### src/hw/rtl/wlm_pkg.sv
`timescale 1ns / 1ps
`default_nettype none
// wlm_pkg: shared types, codes and byte helpers of the wildcard matcher
// used by wlm_cmp and wildcard_like_matcher; depends on nothing

package wlm_pkg;

  // request commands
  typedef enum logic [1:0] {
    CMD_PAT  = 2'd0,
    CMD_SUBJ = 2'd1,
    CMD_EVAL = 2'd2,
    CMD_CLR  = 2'd3
  } cmd_t;

  // match sequencer states
  typedef enum logic [1:0] {
    ST_IDLE = 2'd0,
    ST_READ = 2'd1,
    ST_EXEC = 2'd2,
    ST_FIN  = 2'd3
  } state_t;

  localparam logic [7:0] PCT_BYTE = 8'h25;
  localparam logic [7:0] ANY_BYTE = 8'h5F;
  localparam logic [7:0] NUL_BYTE = 8'h00;
  localparam logic [7:0] UC_FIRST = 8'h41;
  localparam logic [7:0] UC_LAST  = 8'h5A;
  localparam logic [7:0] FOLD_ADD = 8'h20;

  // compare unit result
  typedef struct packed {
    logic is_pct;
    logic is_any;
    logic eq;
  } cmp_t;

  // ascii upper case to lower case
  function automatic logic [7:0] fold_byte(input logic [7:0] b);
    if (b >= UC_FIRST && b <= UC_LAST) begin
      return b + FOLD_ADD;
    end
    return b;
  endfunction

endpackage

`default_nettype wire

### src/hw/rtl/wlm_mem.sv
`timescale 1ns / 1ps
`default_nettype none
// wlm_mem: byte store with one write port and one registered read port
// holds the pattern or the subject; no dependencies

module wlm_mem #(
  parameter int DEPTH = 64,
  parameter int AW    = 6
) (
  input  wire logic          clk,
  input  wire logic          wr_en,
  input  wire logic [AW-1:0] wr_addr,
  input  wire logic [7:0]    wr_data,
  input  wire logic [AW-1:0] rd_addr,
  output logic [7:0]         rd_data
);

  logic [7:0] mem [DEPTH];

  // write port
  always_ff @(posedge clk) begin
    if (wr_en) begin
      mem[wr_addr] <= wr_data;
    end
  end

  // registered read port
  always_ff @(posedge clk) begin
    rd_data <= mem[rd_addr];
  end

endmodule

`default_nettype wire

### src/hw/rtl/wlm_cmp.sv
`timescale 1ns / 1ps
`default_nettype none
// wlm_cmp: shared byte compare unit of the matcher
// classifies the pattern byte and compares it with the subject byte; uses wlm_pkg

module wlm_cmp (
  input  wire logic [7:0] pat_byte,
  input  wire logic [7:0] subj_byte,
  input  wire logic       case_sens,
  output wlm_pkg::cmp_t   res
);

  import wlm_pkg::*;

  // wildcard decode and exact or folded compare
  always_comb begin
    res.is_pct = (pat_byte == PCT_BYTE);
    res.is_any = (pat_byte == ANY_BYTE);
    if (case_sens) begin
      res.eq = (pat_byte == subj_byte);
    end else begin
      res.eq = (fold_byte(pat_byte) == fold_byte(subj_byte));
    end
  end

endmodule

`default_nettype wire

### src/hw/rtl/wildcard_like_matcher.sv
`timescale 1ns / 1ps
// SQL LIKE / ILIKE matcher. Requests append pattern bytes, append subject
// bytes, evaluate, or clear the pattern. An evaluate walks both byte stores
// with the greedy single-backtrack wildcard search; each step reads one
// pattern byte and one subject byte from the stores in ST_READ and runs them
// through one compare unit in ST_EXEC. An evaluate goes straight to ST_FIN
// when a store overflowed. in_tready is low while an evaluate runs. The
// result sits in an output register, so appends are taken while a result
// waits. An evaluate clears the subject; the pattern stays until a clear
// request. No clearing pass is needed after reset.
`default_nettype none

module wildcard_like_matcher #(
  parameter int MAX_LEN = 64
) (
  input  wire logic        clk,
  input  wire logic        rst_n,
  // configuration
  input  wire logic        cfg_wr_en,
  input  wire logic        cfg_wr_data,   // case mode: 1 exact, 0 letters folded
  // requests
  input  wire logic        in_tvalid,
  output logic             in_tready,
  input  wire logic [15:0] in_tdata,      // [1:0] command, [9:2] char_byte, rest zero
  // results
  output logic             out_tvalid,
  input  wire logic        out_tready,
  output logic [7:0]       out_tdata      // [0] matched, [1] overflow, rest zero
);

  import wlm_pkg::*;

  localparam int LW = $clog2(MAX_LEN + 1);
  localparam int AW = $clog2(MAX_LEN);
  localparam logic [LW-1:0] LEN_MAX = LW'(MAX_LEN);
  localparam logic [LW-1:0] LEN_ONE = LW'(1);

  state_t        state_r, state_nxt;
  logic          case_sens_r;
  logic [LW-1:0] plen_r, plen_nxt;
  logic [LW-1:0] slen_r, slen_nxt;
  logic          pov_r, pov_nxt;
  logic          sov_r, sov_nxt;
  logic [LW-1:0] pi_r, pi_nxt;
  logic [LW-1:0] si_r, si_nxt;
  logic [LW-1:0] star_r, star_nxt;
  logic [LW-1:0] resume_r, resume_nxt;
  logic          have_star_r, have_star_nxt;
  logic          hit_r, hit_nxt;
  logic          ovf_r, ovf_nxt;
  logic          out_valid_r, out_valid_nxt;
  logic          out_match_r, out_match_nxt;
  logic          out_ovf_r, out_ovf_nxt;

  logic          accept;
  cmd_t          cmd;
  logic [7:0]    char_byte;
  logic          pat_we, subj_we;
  logic [7:0]    pat_rd, subj_rd;
  cmp_t          cmp;
  logic          p_in;

  assign accept    = in_tvalid && in_tready;
  assign cmd       = cmd_t'(in_tdata[1:0]);
  assign char_byte = in_tdata[9:2];
  assign in_tready = (state_r == ST_IDLE);
  assign out_tvalid = out_valid_r;
  assign out_tdata  = {6'b0, out_ovf_r, out_match_r};

  // byte stores
  wlm_mem #(.DEPTH(MAX_LEN), .AW(AW)) u_pat_mem (
    .clk     (clk),
    .wr_en   (pat_we),
    .wr_addr (plen_r[AW-1:0]),
    .wr_data (char_byte),
    .rd_addr (pi_r[AW-1:0]),
    .rd_data (pat_rd)
  );

  wlm_mem #(.DEPTH(MAX_LEN), .AW(AW)) u_subj_mem (
    .clk     (clk),
    .wr_en   (subj_we),
    .wr_addr (slen_r[AW-1:0]),
    .wr_data (char_byte),
    .rd_addr (si_r[AW-1:0]),
    .rd_data (subj_rd)
  );

  // shared compare unit
  wlm_cmp u_cmp (
    .pat_byte  (pat_rd),
    .subj_byte (subj_rd),
    .case_sens (case_sens_r),
    .res       (cmp)
  );

  assign p_in = (pi_r < plen_r);

  // configuration register
  always_ff @(posedge clk) begin
    if (!rst_n) begin
      case_sens_r <= 1'b1;
    end else if (cfg_wr_en) begin
      case_sens_r <= cfg_wr_data;
    end
  end

  // state and control registers
  always_ff @(posedge clk) begin
    if (!rst_n) begin
      state_r     <= ST_IDLE;
      plen_r      <= '0;
      slen_r      <= '0;
      pov_r       <= 1'b0;
      sov_r       <= 1'b0;
      out_valid_r <= 1'b0;
    end else begin
      state_r     <= state_nxt;
      plen_r      <= plen_nxt;
      slen_r      <= slen_nxt;
      pov_r       <= pov_nxt;
      sov_r       <= sov_nxt;
      out_valid_r <= out_valid_nxt;
    end
  end

  // search registers and result payload
  always_ff @(posedge clk) begin
    pi_r        <= pi_nxt;
    si_r        <= si_nxt;
    star_r      <= star_nxt;
    resume_r    <= resume_nxt;
    have_star_r <= have_star_nxt;
    hit_r       <= hit_nxt;
    ovf_r       <= ovf_nxt;
    out_match_r <= out_match_nxt;
    out_ovf_r   <= out_ovf_nxt;
  end

  // sequencer: loads, search steps and result hand-off
  always_comb begin
    state_nxt     = state_r;
    plen_nxt      = plen_r;
    slen_nxt      = slen_r;
    pov_nxt       = pov_r;
    sov_nxt       = sov_r;
    pi_nxt        = pi_r;
    si_nxt        = si_r;
    star_nxt      = star_r;
    resume_nxt    = resume_r;
    have_star_nxt = have_star_r;
    hit_nxt       = hit_r;
    ovf_nxt       = ovf_r;
    out_valid_nxt = out_valid_r;
    out_match_nxt = out_match_r;
    out_ovf_nxt   = out_ovf_r;
    pat_we        = 1'b0;
    subj_we       = 1'b0;

    // result leaves the output register
    if (out_valid_r && out_tready) begin
      out_valid_nxt = 1'b0;
    end

    unique case (state_r)
      ST_IDLE: begin
        if (accept) begin
          unique case (cmd)
            CMD_PAT: begin
              if (char_byte != NUL_BYTE) begin
                if (plen_r < LEN_MAX) begin
                  pat_we   = 1'b1;
                  plen_nxt = plen_r + LEN_ONE;
                end else begin
                  pov_nxt = 1'b1;
                end
              end
            end
            CMD_SUBJ: begin
              if (char_byte != NUL_BYTE) begin
                if (slen_r < LEN_MAX) begin
                  subj_we  = 1'b1;
                  slen_nxt = slen_r + LEN_ONE;
                end else begin
                  sov_nxt = 1'b1;
                end
              end
            end
            CMD_EVAL: begin
              pi_nxt        = '0;
              si_nxt        = '0;
              star_nxt      = '0;
              resume_nxt    = '0;
              have_star_nxt = 1'b0;
              hit_nxt       = 1'b0;
              ovf_nxt       = pov_r || sov_r;
              state_nxt     = (pov_r || sov_r) ? ST_FIN : ST_READ;
            end
            CMD_CLR: begin
              plen_nxt = '0;
              pov_nxt  = 1'b0;
            end
            default: begin
            end
          endcase
        end
      end

      // store addresses are presented, bytes come back next cycle
      ST_READ: begin
        state_nxt = ST_EXEC;
      end

      ST_EXEC: begin
        state_nxt = ST_READ;
        if (si_r < slen_r) begin
          // main walk with backtrack to the last percent sign
          priority if (p_in && cmp.is_pct) begin
            have_star_nxt = 1'b1;
            star_nxt      = pi_r;
            pi_nxt        = pi_r + LEN_ONE;
            resume_nxt    = si_r;
          end else if (p_in && (cmp.is_any || cmp.eq)) begin
            si_nxt = si_r + LEN_ONE;
            pi_nxt = pi_r + LEN_ONE;
          end else if (have_star_r) begin
            pi_nxt     = star_r + LEN_ONE;
            resume_nxt = resume_r + LEN_ONE;
            si_nxt     = resume_r + LEN_ONE;
          end else begin
            hit_nxt   = 1'b0;
            state_nxt = ST_FIN;
          end
        end else begin
          // subject used up: skip trailing percent signs
          if (p_in && cmp.is_pct) begin
            pi_nxt = pi_r + LEN_ONE;
          end else begin
            hit_nxt   = !p_in;
            state_nxt = ST_FIN;
          end
        end
      end

      // load result once the output register is free, clear the subject
      ST_FIN: begin
        if (!out_valid_r || out_tready) begin
          out_valid_nxt = 1'b1;
          out_match_nxt = hit_r && !ovf_r;
          out_ovf_nxt   = ovf_r;
          slen_nxt      = '0;
          sov_nxt       = 1'b0;
          state_nxt     = ST_IDLE;
        end
      end

      default: begin
        state_nxt = ST_IDLE;
      end
    endcase
  end

endmodule

`default_nettype wire
### config.mk
export PLATFORM = sky130hd
export DESIGN_NAME = wildcard_like_matcher
export DESIGN_NICKNAME = d
export VERILOG_FILES = /design/src/hw/rtl/wlm_pkg.sv /design/src/hw/rtl/wlm_mem.sv /design/src/hw/rtl/wlm_cmp.sv /design/src/hw/rtl/wildcard_like_matcher.sv
export SDC_FILE = /design/constraint.sdc
export NUM_CORES = 1
export LEC_CHECK = 0
export ABC_AREA = 1
export BUFFER_PORTS_ARGS = -buffer_cell sky130_fd_sc_hd__clkbuf_2
export CAP_MARGIN = 20
export CORE_MARGIN = 2
export CORE_UTILIZATION = 25
export CTS_CLUSTER_DIAMETER = 120
export DETAILED_ROUTE_END_ITERATION = 8
export PLACE_DENSITY = 0.41
export SYNTH_ARGS = -nofsm -noshare
export SYNTH_HDL_FRONTEND = slang
export SYNTH_SLANG_ARGS = --single-unit
### constraint.sdc
create_clock -name clk -period 3.3 [get_ports clk]
set_input_delay 0.33 -clock clk [delete_from_list [all_inputs] [get_ports clk]]
set_output_delay 0.33 -clock clk [all_outputs]
set_load 0.05 [all_outputs]
; After elaboration in Yosys (flattened, before gate mapping)
; Memories as Yosys holds them, arrays and structs flattened. A register that Yosys moved wholly into a read port is not among the register bits.
; Index checks and enable logic that the tools add are counted.
[op_classes]
add_sub_neg = 8
n_reduce_logical = 31
muxes = 87
n_lt_le_gt_ge = 8
n_eq_ne = 30
[op_table]
columns = op, n
row1 = 7-bit 2-to-1 mux, 23
row2 = 7-bit case mux with 2 select lines, 6
row3 = 8-bit 2-to-1 mux, 6
row4 = 7-bit by 1-bit adder with 7-bit output (second input constant), 6
row5 = 1-bit 2-to-1 mux, 38
row6 = 6-bit AND reduction, 5
row7 = 5-bit AND reduction, 4
row8 = 2-bit 2-to-1 mux, 9
row9 = 3-bit != test (second input constant), 6
row10 = 8-bit by 6-bit adder with 8-bit output (second input constant), 2
row11 = 8-bit == test, 2
row12 = 8-bit by 7-bit >= comparator with 1-bit output (second input constant), 2
row13 = 8-bit by 7-bit less-or-equal comparator with 1-bit output (second input constant), 2
row14 = 2-bit != test (second input constant), 8
row15 = 7-bit < comparator, 2
row16 = 7-bit < comparator (second input constant), 2
row17 = 2-bit by 1-bit != test with 1-bit output (second input constant), 5
row18 = 2-bit == test (second input constant), 4
row19 = 8-bit by 6-bit == test with 1-bit output (second input constant), 1
row20 = 8-bit by 7-bit == test with 1-bit output (second input constant), 1
row21 = 1-bit case mux with 2 select lines, 4
row22 = 2-bit case mux with 4 select lines, 1
row23 = 8-bit nonzero test, 1
row24 = 1-bit logical AND, 7
row25 = 8 further kinds, 17
[totals]
input_bits = 22
reg_bits = 53
word_cells = 182
mem_bits_rw = 1024
memories = 2
output_inout_bits = 10
[mem_list]
columns = memory, words, word_bits, read_ports, rd_ports_with_merged_regs, write_ports, line
row1 = u_pat_mem.mem, 64, 8, 1, 1, 1, wlm_mem.sv:18  ; logic [7:0] mem [DEPTH];
row2 = u_subj_mem.mem, 64, 8, 1, 1, 1, wlm_mem.sv:18

; Longest topological paths before layout
; Gate-level depths: netlist of the first run.
[depth]
ltp_word = 14
ltp_mapped = 18
mapped_depth_nobuf = 18

; Modules after synthesis
; A second synthesis of the first run with hierarchy kept.
[hier_totals]
hier_cells = 4112
hier_area_um2 = 46344.4
[by_module_without_submodules]
columns = module, seq_area_each_um2, cells_each, n_inst, area_each_um2
row1 = wlm_mem (u_subj_mem), 15534.9, 1805, 1, 21339.2
row2 = wlm_mem (u_pat_mem), 15534.9, 1822, 1, 21291.7
row3 = wildcard_like_matcher, 1391.3, 403, 1, 3254.4
row4 = wlm_cmp, 0.0, 82, 1, 459.2

; Worst setup path after synthesis of the first run
; OpenSTA, ideal clock, no wires.
[synth_timing]
kind = flip-flop to flip-flop
start = reg state_r[0]
end = mem u_pat_mem.mem[32][0] (enable)
path_buffers = 1
setup_time_ns = 0.370
stages_incl_launch_ff = 9
period_less_slack_ns = 2.610
setup_slack_ns = 0.690
arrival_ns = 2.240
t_required_ns = 2.930
path_cell_list = dfxtp_1 nor2_2 inv_1 nor2_1 inv_1 nor3_2 buf_2 nand4_2 nor2_1
[synth_via]
elab_chain_cells = 6
[synth_rtl]
columns = element, line
row1 = from (decl), wildcard_like_matcher.sv:38  ; state_t state_r, state_nxt;
row2 = from (signal assigned), wildcard_like_matcher.sv:118  ; state_r <= state_nxt;
row3 = 2-bit zero test *, wildcard_like_matcher.sv:66  ; assign in_tready = (state_r == ST_IDLE);
row4 = via in_tready, wildcard_like_matcher.sv:23  ; output logic in_tready,
row5 = 1-bit logical AND, wildcard_like_matcher.sv:63  ; assign accept = in_tvalid && in_tready;
row6 = 1-bit 2-to-1 mux, wildcard_like_matcher.sv:167  ; if (accept) begin
row7 = 1-bit 2-to-1 mux *, wildcard_like_matcher.sv:165  ; unique case (state_r)
row8 = 1-bit 2-to-1 mux *, wlm_mem.sv:22  ; if (wr_en) begin
row9 = 1-bit 2-to-1 mux (not written as such) *, wlm_mem.sv:23  ; mem[wr_addr] <= wr_data;
row10 = to (decl), wlm_mem.sv:18
; The timed path passes the listed nets; every way through them passes the cells marked *.

; Worst setup path in the final report of the first run
[layout_timing]
start = reg state_r[0]
end = mem u_subj_mem.mem[28][5] (enable)
[layout_via]
elab_chain_cells = 6
[layout_rtl]
columns = element, line
row1 = 2-bit zero test *, "wildcard_like_matcher.sv:66, wildcard_like_matcher.sv:165"
row2 = 1-bit logical AND, wildcard_like_matcher.sv:63
row3 = 1-bit 2-to-1 mux, wildcard_like_matcher.sv:167
row4 = 1-bit 2-to-1 mux *, wildcard_like_matcher.sv:165
row5 = 1-bit 2-to-1 mux *, wlm_mem.sv:22
row6 = 1-bit 2-to-1 mux (not written as such) *, wlm_mem.sv:23
row7 = to (decl), wlm_mem.sv:18
; Every way passes the cells marked *; elsewhere a longest branch is shown, timed or not.

==> results of run 1 <==
## layout make-up
cell class              count  area share (%)
well taps                2340           5.744
flip-flops and latches   1093           63.68
clock inverters            74           1.161
repair buffers            124           2.207
inverters                  94          0.7315
diodes                      2        0.009818
clock buffers             146           6.119
multi-input cells        2083           20.35
## report_power, final
| group | total [uW] | switching (uW) | internal [uW] |
|---|---|---|---|
| Clock | 12900 | 5540 | 7360 |
| Sequential | 15300 | 65.5 | 15300 |
| Combinational | 1650 | 1230 | 424 |
| Total | 29900 | 6840 | 23100 |
## worst min-delay path, delay by kind of cell
family          cells  cell delay (ns)
buf+inv             2             0.18
simple gates        1             0.12
compound gates      1             0.06
## metal layers
metal  up-vias  wire length [um]  track usage, %
li1      13011                 -               -
met1     14143             63300           20.84
met2       603             58670           21.78
met3       163              6181           2.412
met4         2              2705           3.962
met5         -                13               0
## layout by cell type, fill, tap and decap left out, types with 35 or more instances in the layout
cell / n
dfxtp_1: 36
o22ai_1: 155
nand2_1: 238
inv_1: 79
nand3_1: 120
o21ai_0: 515
clkinv_1: 40
o221ai_1: 103
clkbuf_16: 119
a21oi_1: 41
buf_4: 89
edfxtp_1: 1057
nand4_1: 35
nor2_1: 700
## sequential cells by signal, indices dropped and copies added, names as in the netlist
register,flops
case_sens_r,1
resume_r,7
si_r,7
hit_r,1
sov_r,1
ovf_r,1
slen_r,7
out_ovf_r,1
plen_r,7
star_r,7
u_subj_mem.mem,512
out_match_r,1
state_r,2
pi_r,7
have_star_r,1
out_tvalid,1
u_pat_mem.rd_data,8
pov_r,1
u_pat_mem.mem,512
u_subj_mem.rd_data,8
## cell families after synthesis
logic type | after synthesis
xor+xnor | 29
compound gates | 890
fa+ha+maj | 20
buf+inv | 310
simple gates | 1138
flops | 1093
other cells | 1
## per-stage QoR
stage	instance area (um^2)	instances	utilization [%]	setup slack (ns)
after floorplan	44090	3486	-	0.6902
after global placement	47190	5727	26.85	0.01005
after detailed placement	47190	5727	26.85	0.01937
after CTS	50970	5954	29.01	0.3111
after global routing	50980	5956	29.01	0.07958
final	50980	5956	29.01	0.3425
## repair_timing
item | in CTS | in global routing
hold buffers | 7 | 0
hold endpoints to repair | 6 | 0
setup endpoints to repair | 0 | 0
## path summary, 6_finish.rpt
check | cells after the start | to | slack, ns | start
max | 8 | u_subj_mem.mem[28][5]$_DFFE_PP_ | 0.34 | state_r[0]$_SDFFE_PN0P_
min | 4 | out_tvalid$_SDFF_PN0_ | 0.04 | out_tready
max reg2reg | 8 | u_subj_mem.mem[28][5]$_DFFE_PP_ | 0.34 | state_r[0]$_SDFFE_PN0P_
min reg2reg | 0 | out_ovf_r$_DFFE_PP_ | 0.46 | ovf_r$_DFFE_PP_
==> results by group, run 1 <==
Critical path
  – CP Data Required Time: 3.65 ns
  – Worst path cell trace: nor2_2 > inv_1 > nor2_1 > nand3_1 > nor2_1 > nand3_1 > buf_4 > nor2_1
  – CP max stage cell: nor2_1
  – Slowest Stage Delay on Critical Path: 0.64 ns
  – Crit-path max FO: 8
  – Crit Path Class: reg2reg
  – CP top delay family: simple AND/OR/NAND/NOR gates
  – Crit path DAT: 3.31 ns
  – Setup crit end kind: flop
  – Worst path most repeated cell: nor2_1
  – Kind of start point of the critical path: flop
  – Worst path bufs/invs: 2

Die
  – Die Area: between 150,000 and 200,000 um^2
  – Core Rows: 154
  – Die Y: 423.9 um
  – I/O pin count: 32
  – Initial Util: 25.08%
  – Total core area: 175,700 um^2
  – Die X: 423.9 um

Placement
  – Hpwl dp: 77,260 um
  – Port Buffers: 19
  – GP Congestion: 0.8188

Drt
  – Avg WL per Cell: 21.97 um
  – Post-DR vias/cell: 4.688
  – # DRC: 0
  – Drt total wl: between 100,000 and 150,000 um
  – DR iter-0 viols: 2,584
  – Final ANT Viol Nets: 0
  – DRT Pass-1 Iters: 5
  – Vias: 27,922

Logic synthesis
  – Flops & latches, synth: 1,093
  – Top cells by area, synth: edfxtp_1 (72%), nor2_1 (6.0%), o21ai_0 (5.8%)
  – Post-synthesis compound-gate area fraction: 11.79%
  – Syn_area_per_cell: 12.66 um^2
  – Post-Synth Adder-Cell Area: 0.5678%
  – YS warnings: 0
  – Commonest cells in the netlist: edfxtp_1 (1,057), nor2_1 (702), o21ai_0 (515)
  – EDFF count, synth: 1,057
  – Share of the synthesized area in the top cell type: 72.02%
  – Asr flop ratio synth: 0%
  – Top FF cell, synth: edfxtp_1
  – Unique masters post-synth: 47
  – Post-synth top area cell: edfxtp_1
  – XOR/XNOR Fraction of Synth Area: 0.5763%
  – Count leader, synth: edfxtp_1
  – Synth Instances: 3,481
  – Largest family of logic cells by synthesized area: compound AO/OA/AOI/OAI gates
  – Seq/Total Area, Yosys: about three quarters
  – Post-Syn Area: between 40,000 and 50,000 um^2
  – Share of cell area taken by muxes after synthesis: 0%
  – Synth Area in Simple Gates: 10.54%

Clock network
  – CTS Buf Count: 117
  – Root buffer cell: clkbuf_16
  – Clk buf depth: 3
  – Clock sink count: about 1,100
  – CTS tree: done
  – Clock Latency Late Sink: ~0.74 ns
  – Htree depth: 3
  – Cts repair resizes: 0
  – Post-CTS Setup Bufs: 0
  – Worst-path clk slew: 0.06 ns

STA
  – Setup TNS: 0 ns
  – Min cycle time layout: between 2 and 3 ns
  – Fin crit share: 89.62%
  – Final hold violations: 0
  – Hold slack final: 0.04082 ns
  – Normalized max-slew margin: 33.02%
  – Fmax: 338.1 MHz
  – Final Max Slew Viols: 0
  – Final setup viols: 0
  – Worst clock skew: roughly 0.032 ns
  – Worst-Margin Slew: 1.001 ns
  – RSZ-0062 raised after global routing: false

Pwr
  – Total power: 29,890 uW
  – PD cells: 586.4 nW/um^2
  – Lkg Pwr: 0.01592 uW
  – Worst VDD drop: 0.4036 mV

Cells and area
  – Nets: 3,555
  – Area growth from synthesis to layout: 15.67%
  – Flip-flop and latch area: 32,460 um^2
  – Area taken by multi-input logic gates: 10,370 um^2
  – Share of cells above drive strength 1: 8.716%
  – FILL cells: 17,998

Global route
  – Vias in the first global route: 27,088
  – First-pass GRT wire length: roughly 190,000 um
  – Largest net degree at the start of global routing: 129
  – Gr usage total: ~14%
  – Initial antenna violation count: 4
  – Grt ovf: 0

Outcome
  – Outcome: finished clean

Run
  – Maxcap violations: 0

Hold path
  – HP Class: in2reg
Note: power is estimated with default switching activity, not from simulation.
==> run 2: changes to the inputs <==
--- a/config.mk
+++ b/config.mk
@@ -12,7 +12,7 @@
 export CORE_UTILIZATION = 25
 export CTS_CLUSTER_DIAMETER = 120
 export DETAILED_ROUTE_END_ITERATION = 8
-export PLACE_DENSITY = 0.41
+export PLACE_DENSITY = 0.43
 export SYNTH_ARGS = -nofsm -noshare
 export SYNTH_HDL_FRONTEND = slang
 export SYNTH_SLANG_ARGS = --single-unit
==> constraint.sdc (replaced) <==
create_clock -name clk -period 2.35 [get_ports clk]
set_input_delay 0.235 -clock clk [delete_from_list [all_inputs] [get_ports clk]]
set_output_delay 0.235 -clock clk [all_outputs]
set_load 0.05 [all_outputs]
==> results by group, run 2 (synthesis results as in run 1) <==
Clock network
  – Clock sink count: 1,093 (unchanged)
  – CTS Buf Count: 113 (-3.4%)
  – CTS tree: done
  – Worst-path clk slew: 0.06 ns (about the same)
  – Root buffer cell: clkbuf_16
  – Clk buf depth: 3 (unchanged)
  – Clock Latency Late Sink: 0.72 ns (-0.02 ns)
  – Htree depth: 3 (unchanged)

Hold path
  – Hold Startpoint: in_tdata[1]
  – Hold Crit Depth: 3 (-1)
  – HP Class: in2reg
  – Worst hold endpoint: ovf_r$_DFFE_PP_

Critical path
  – Kind of start point of the critical path: flop
  – Worst R2R Start: plen_r[2]$_SDFFE_PN0P_
  – Setup crit end kind: flop
  – Worst R2R Setup Slack: 0.03 ns (-0.32 ns)
  – Path depth of the worst reg2reg path: 4 (-4)
  – CP Data Required Time: 2.73 ns (-0.92 ns)
  – Crit Reg-Reg Endpoint: u_pat_mem.mem[2][2]$_DFFE_PP_
  – Crit path DAT: 2.70 ns (-0.61 ns)
  – Crit-path max FO: 8 (unchanged)
  – Crit Path Class: reg2reg

Pwr
  – Worst VDD drop: 0.5253 mV (+30%)
  – PD cells: 791.6 nW/um^2 (+35%)
  – Lkg Pwr: 0.01662 uW (+4.4%)
  – Total power: 41,960 uW (+40%)

Run
  – Maxcap violations: 0 (unchanged)

Outcome
  – Outcome: finished clean

Cells and area
  – Top Registers: u_pat_mem.mem x512, u_subj_mem.mem x512
  – Area growth from synthesis to layout: 20.27%
  – Most frequent cells in the layout: edfxtp_1 (1,057), nor2_1 (576), o21ai_0 (511)
  – Nets: 3,660 (+3.0%)
  – Fin util: 30.16% (+1.2 points)
  – Diode count: 0 (-2)
  – Most common cell after layout, fill and taps aside: edfxtp_1
  – Share of cells above drive strength 1: 15.51% (+6.8 points)

STA
  – Fin crit share: 98.85% (+9.2 points)
  – Normalized max-slew margin: 31.14% (-1.9 points)
  – Final setup viols: 0 (unchanged)
  – Worst clock skew: 0.02069 ns (-0.01108 ns)
  – Hold slack final: 0.06990 ns (+0.02907 ns)
  – Min cycle time layout: 2.323 ns (-0.6346 ns)
  – Setup TNS: 0 ns (unchanged)
  – Fmax: 430.5 MHz (+27%)
  – Final hold violations: 0 (unchanged)
  – Final Max Slew Viols: 0 (unchanged)
  – Worst-Margin Slew: 1.033 ns (+0.03198 ns)
  – RSZ-0062 raised after global routing: true

Die
  – Die X: 423.9 um (unchanged)
  – I/O pin count: 32 (unchanged)
  – Die Area: 179,700 um^2 (unchanged)
  – Core Rows: 154 (unchanged)
  – Initial Util: 25.08% (unchanged)
  – Total core area: 175,700 um^2 (unchanged)
  – Die Y: 423.9 um (unchanged)

Drt
  – Met3 WL: 5875 um (-5.0%)
  – Vias: 28,205 (+1.0%)
  – Post-DR vias/cell: 4.660 (-0.61%)
  – Avg WL per Cell: 21.71 um (-1.2%)
  – Highest routed metal layer: met4
  – Met1 WL: 62,080 um (-1.9%)
  – Met2 WL: 61,550 um (+4.9%)
  – Final ANT Viol Nets: 0 (unchanged)
  – # DRC: 0 (unchanged)
  – DRT Pass-1 Iters: 7 (+2)
  – Drt total wl: 131,400 um (+0.43%)
  – DR iter-0 viols: 2,492 (-3.6%)

Global route
  – Vias in the first global route: 27,871 (+2.9%)
  – First-pass GRT wire length: 193,100 um (+1.1%)
  – Initial antenna violation count: 1 (-3)
  – Gr usage total: 14.35% (+0.052 points)
  – Largest net degree at the start of global routing: 96 (-26%)
  – Grt ovf: 0 (unchanged)

Placement
  – Hpwl dp: 82,980 um (+7.4%)
  – GP Congestion: 0.8464 (+3.4%)
  – Port Buffers: 19 (unchanged)
## run 2: cell types whose count changed in the layout (fill, tap and decap cells not counted), moves of 5 or more
cell / delta
nor2_4: +70
dfxtp_1: -11
nor2_2: +54
clkbuf_1: -5
buf_12: +36
buf_4: +73
dfxtp_2: +11
clkinv_2: -5
nor2_1: -124
## run 2: timing repair
item,4_1_cts,5_1_grt
pin swaps,1,6
buffers inserted,1,9
endpoints found under the setup margin,991,664
hold endpoints to repair,9,0
resized for setup,142,97
gates cloned,0,1
hold buffers,4,0
## run 2: final cells by class
class	count	area, um^2
repair inverters	1	11.26
clock inverters	77	690.7
well taps	2340	2928
clock buffers	133	2945
fillers	17753	122700
inverters	94	401.6
repair buffers	232	2402
flip-flops and latches	1093	32470
multi-input cells	2083	11150
## run 2: report_power, final
| group | switching, uW | total (uW) | internal (uW) |
|---|---|---|---|
| Combinational | 1850 | 2630 | 771 |
| Sequential | 73.5 | 21500 | 21400 |
| Clock | 7670 | 17800 | 10100 |
## run 2: worst max-delay path, cell delays in order, from the launching register on
cell     delay (ns)
dfxtp_1        0.31
buf_4          0.15
nor3_1         0.57
inv_1          0.48
nor2_2         0.47
## run 2: worst max path at each step
| stage | start | to | slack [ns] | cells past startpoint |
|---|---|---|---|---|
| 2_1_floorplan | state_r[1]$_SDFFE_PN0P_ | u_pat_mem.mem[32][0]$_DFFE_PP_ | -0.05 | 8 |
| 3_3_place_gp | in_tdata[7] | u_pat_mem.mem[28][0]$_DFFE_PP_ | -1.06 | 8 |
| 3_5_place_dp | in_tdata[7] | u_pat_mem.mem[63][2]$_DFFE_PP_ | -0.97 | 8 |
| 4_1_cts | state_r[1]$_SDFFE_PN0P_ | u_subj_mem.mem[62][4]$_DFFE_PP_ | -0.29 | 9 |
| 5_1_grt | state_r[1]$_SDFFE_PN0P_ | u_pat_mem.mem[52][4]$_DFFE_PP_ | -0.04 | 8 |
| 6_report | plen_r[2]$_SDFFE_PN0P_ | u_pat_mem.mem[2][2]$_DFFE_PP_ | 0.03 | 4 |
## run 2: metal layers
metal / vias to the layer above / global-route usage (%)
met3: 120 / 1.896
met2: 605 / 23.17
met5: - / 0
li1: 13231 / -
met1: 14249 / 20.41
met4: 0 / 3.298
## run 2: per-stage QoR
stage | setup WS (ns) | cell area (um^2) | std cells
after floorplan | -0.05405 | 44110 | 3486
after global placement | -1.058 | 48410 | 5828
after detailed placement | -0.9740 | 48410 | 5828
after CTS | -0.2899 | 52560 | 6043
after global routing | -0.04221 | 53000 | 6053
final | 0.02712 | 53000 | 6053
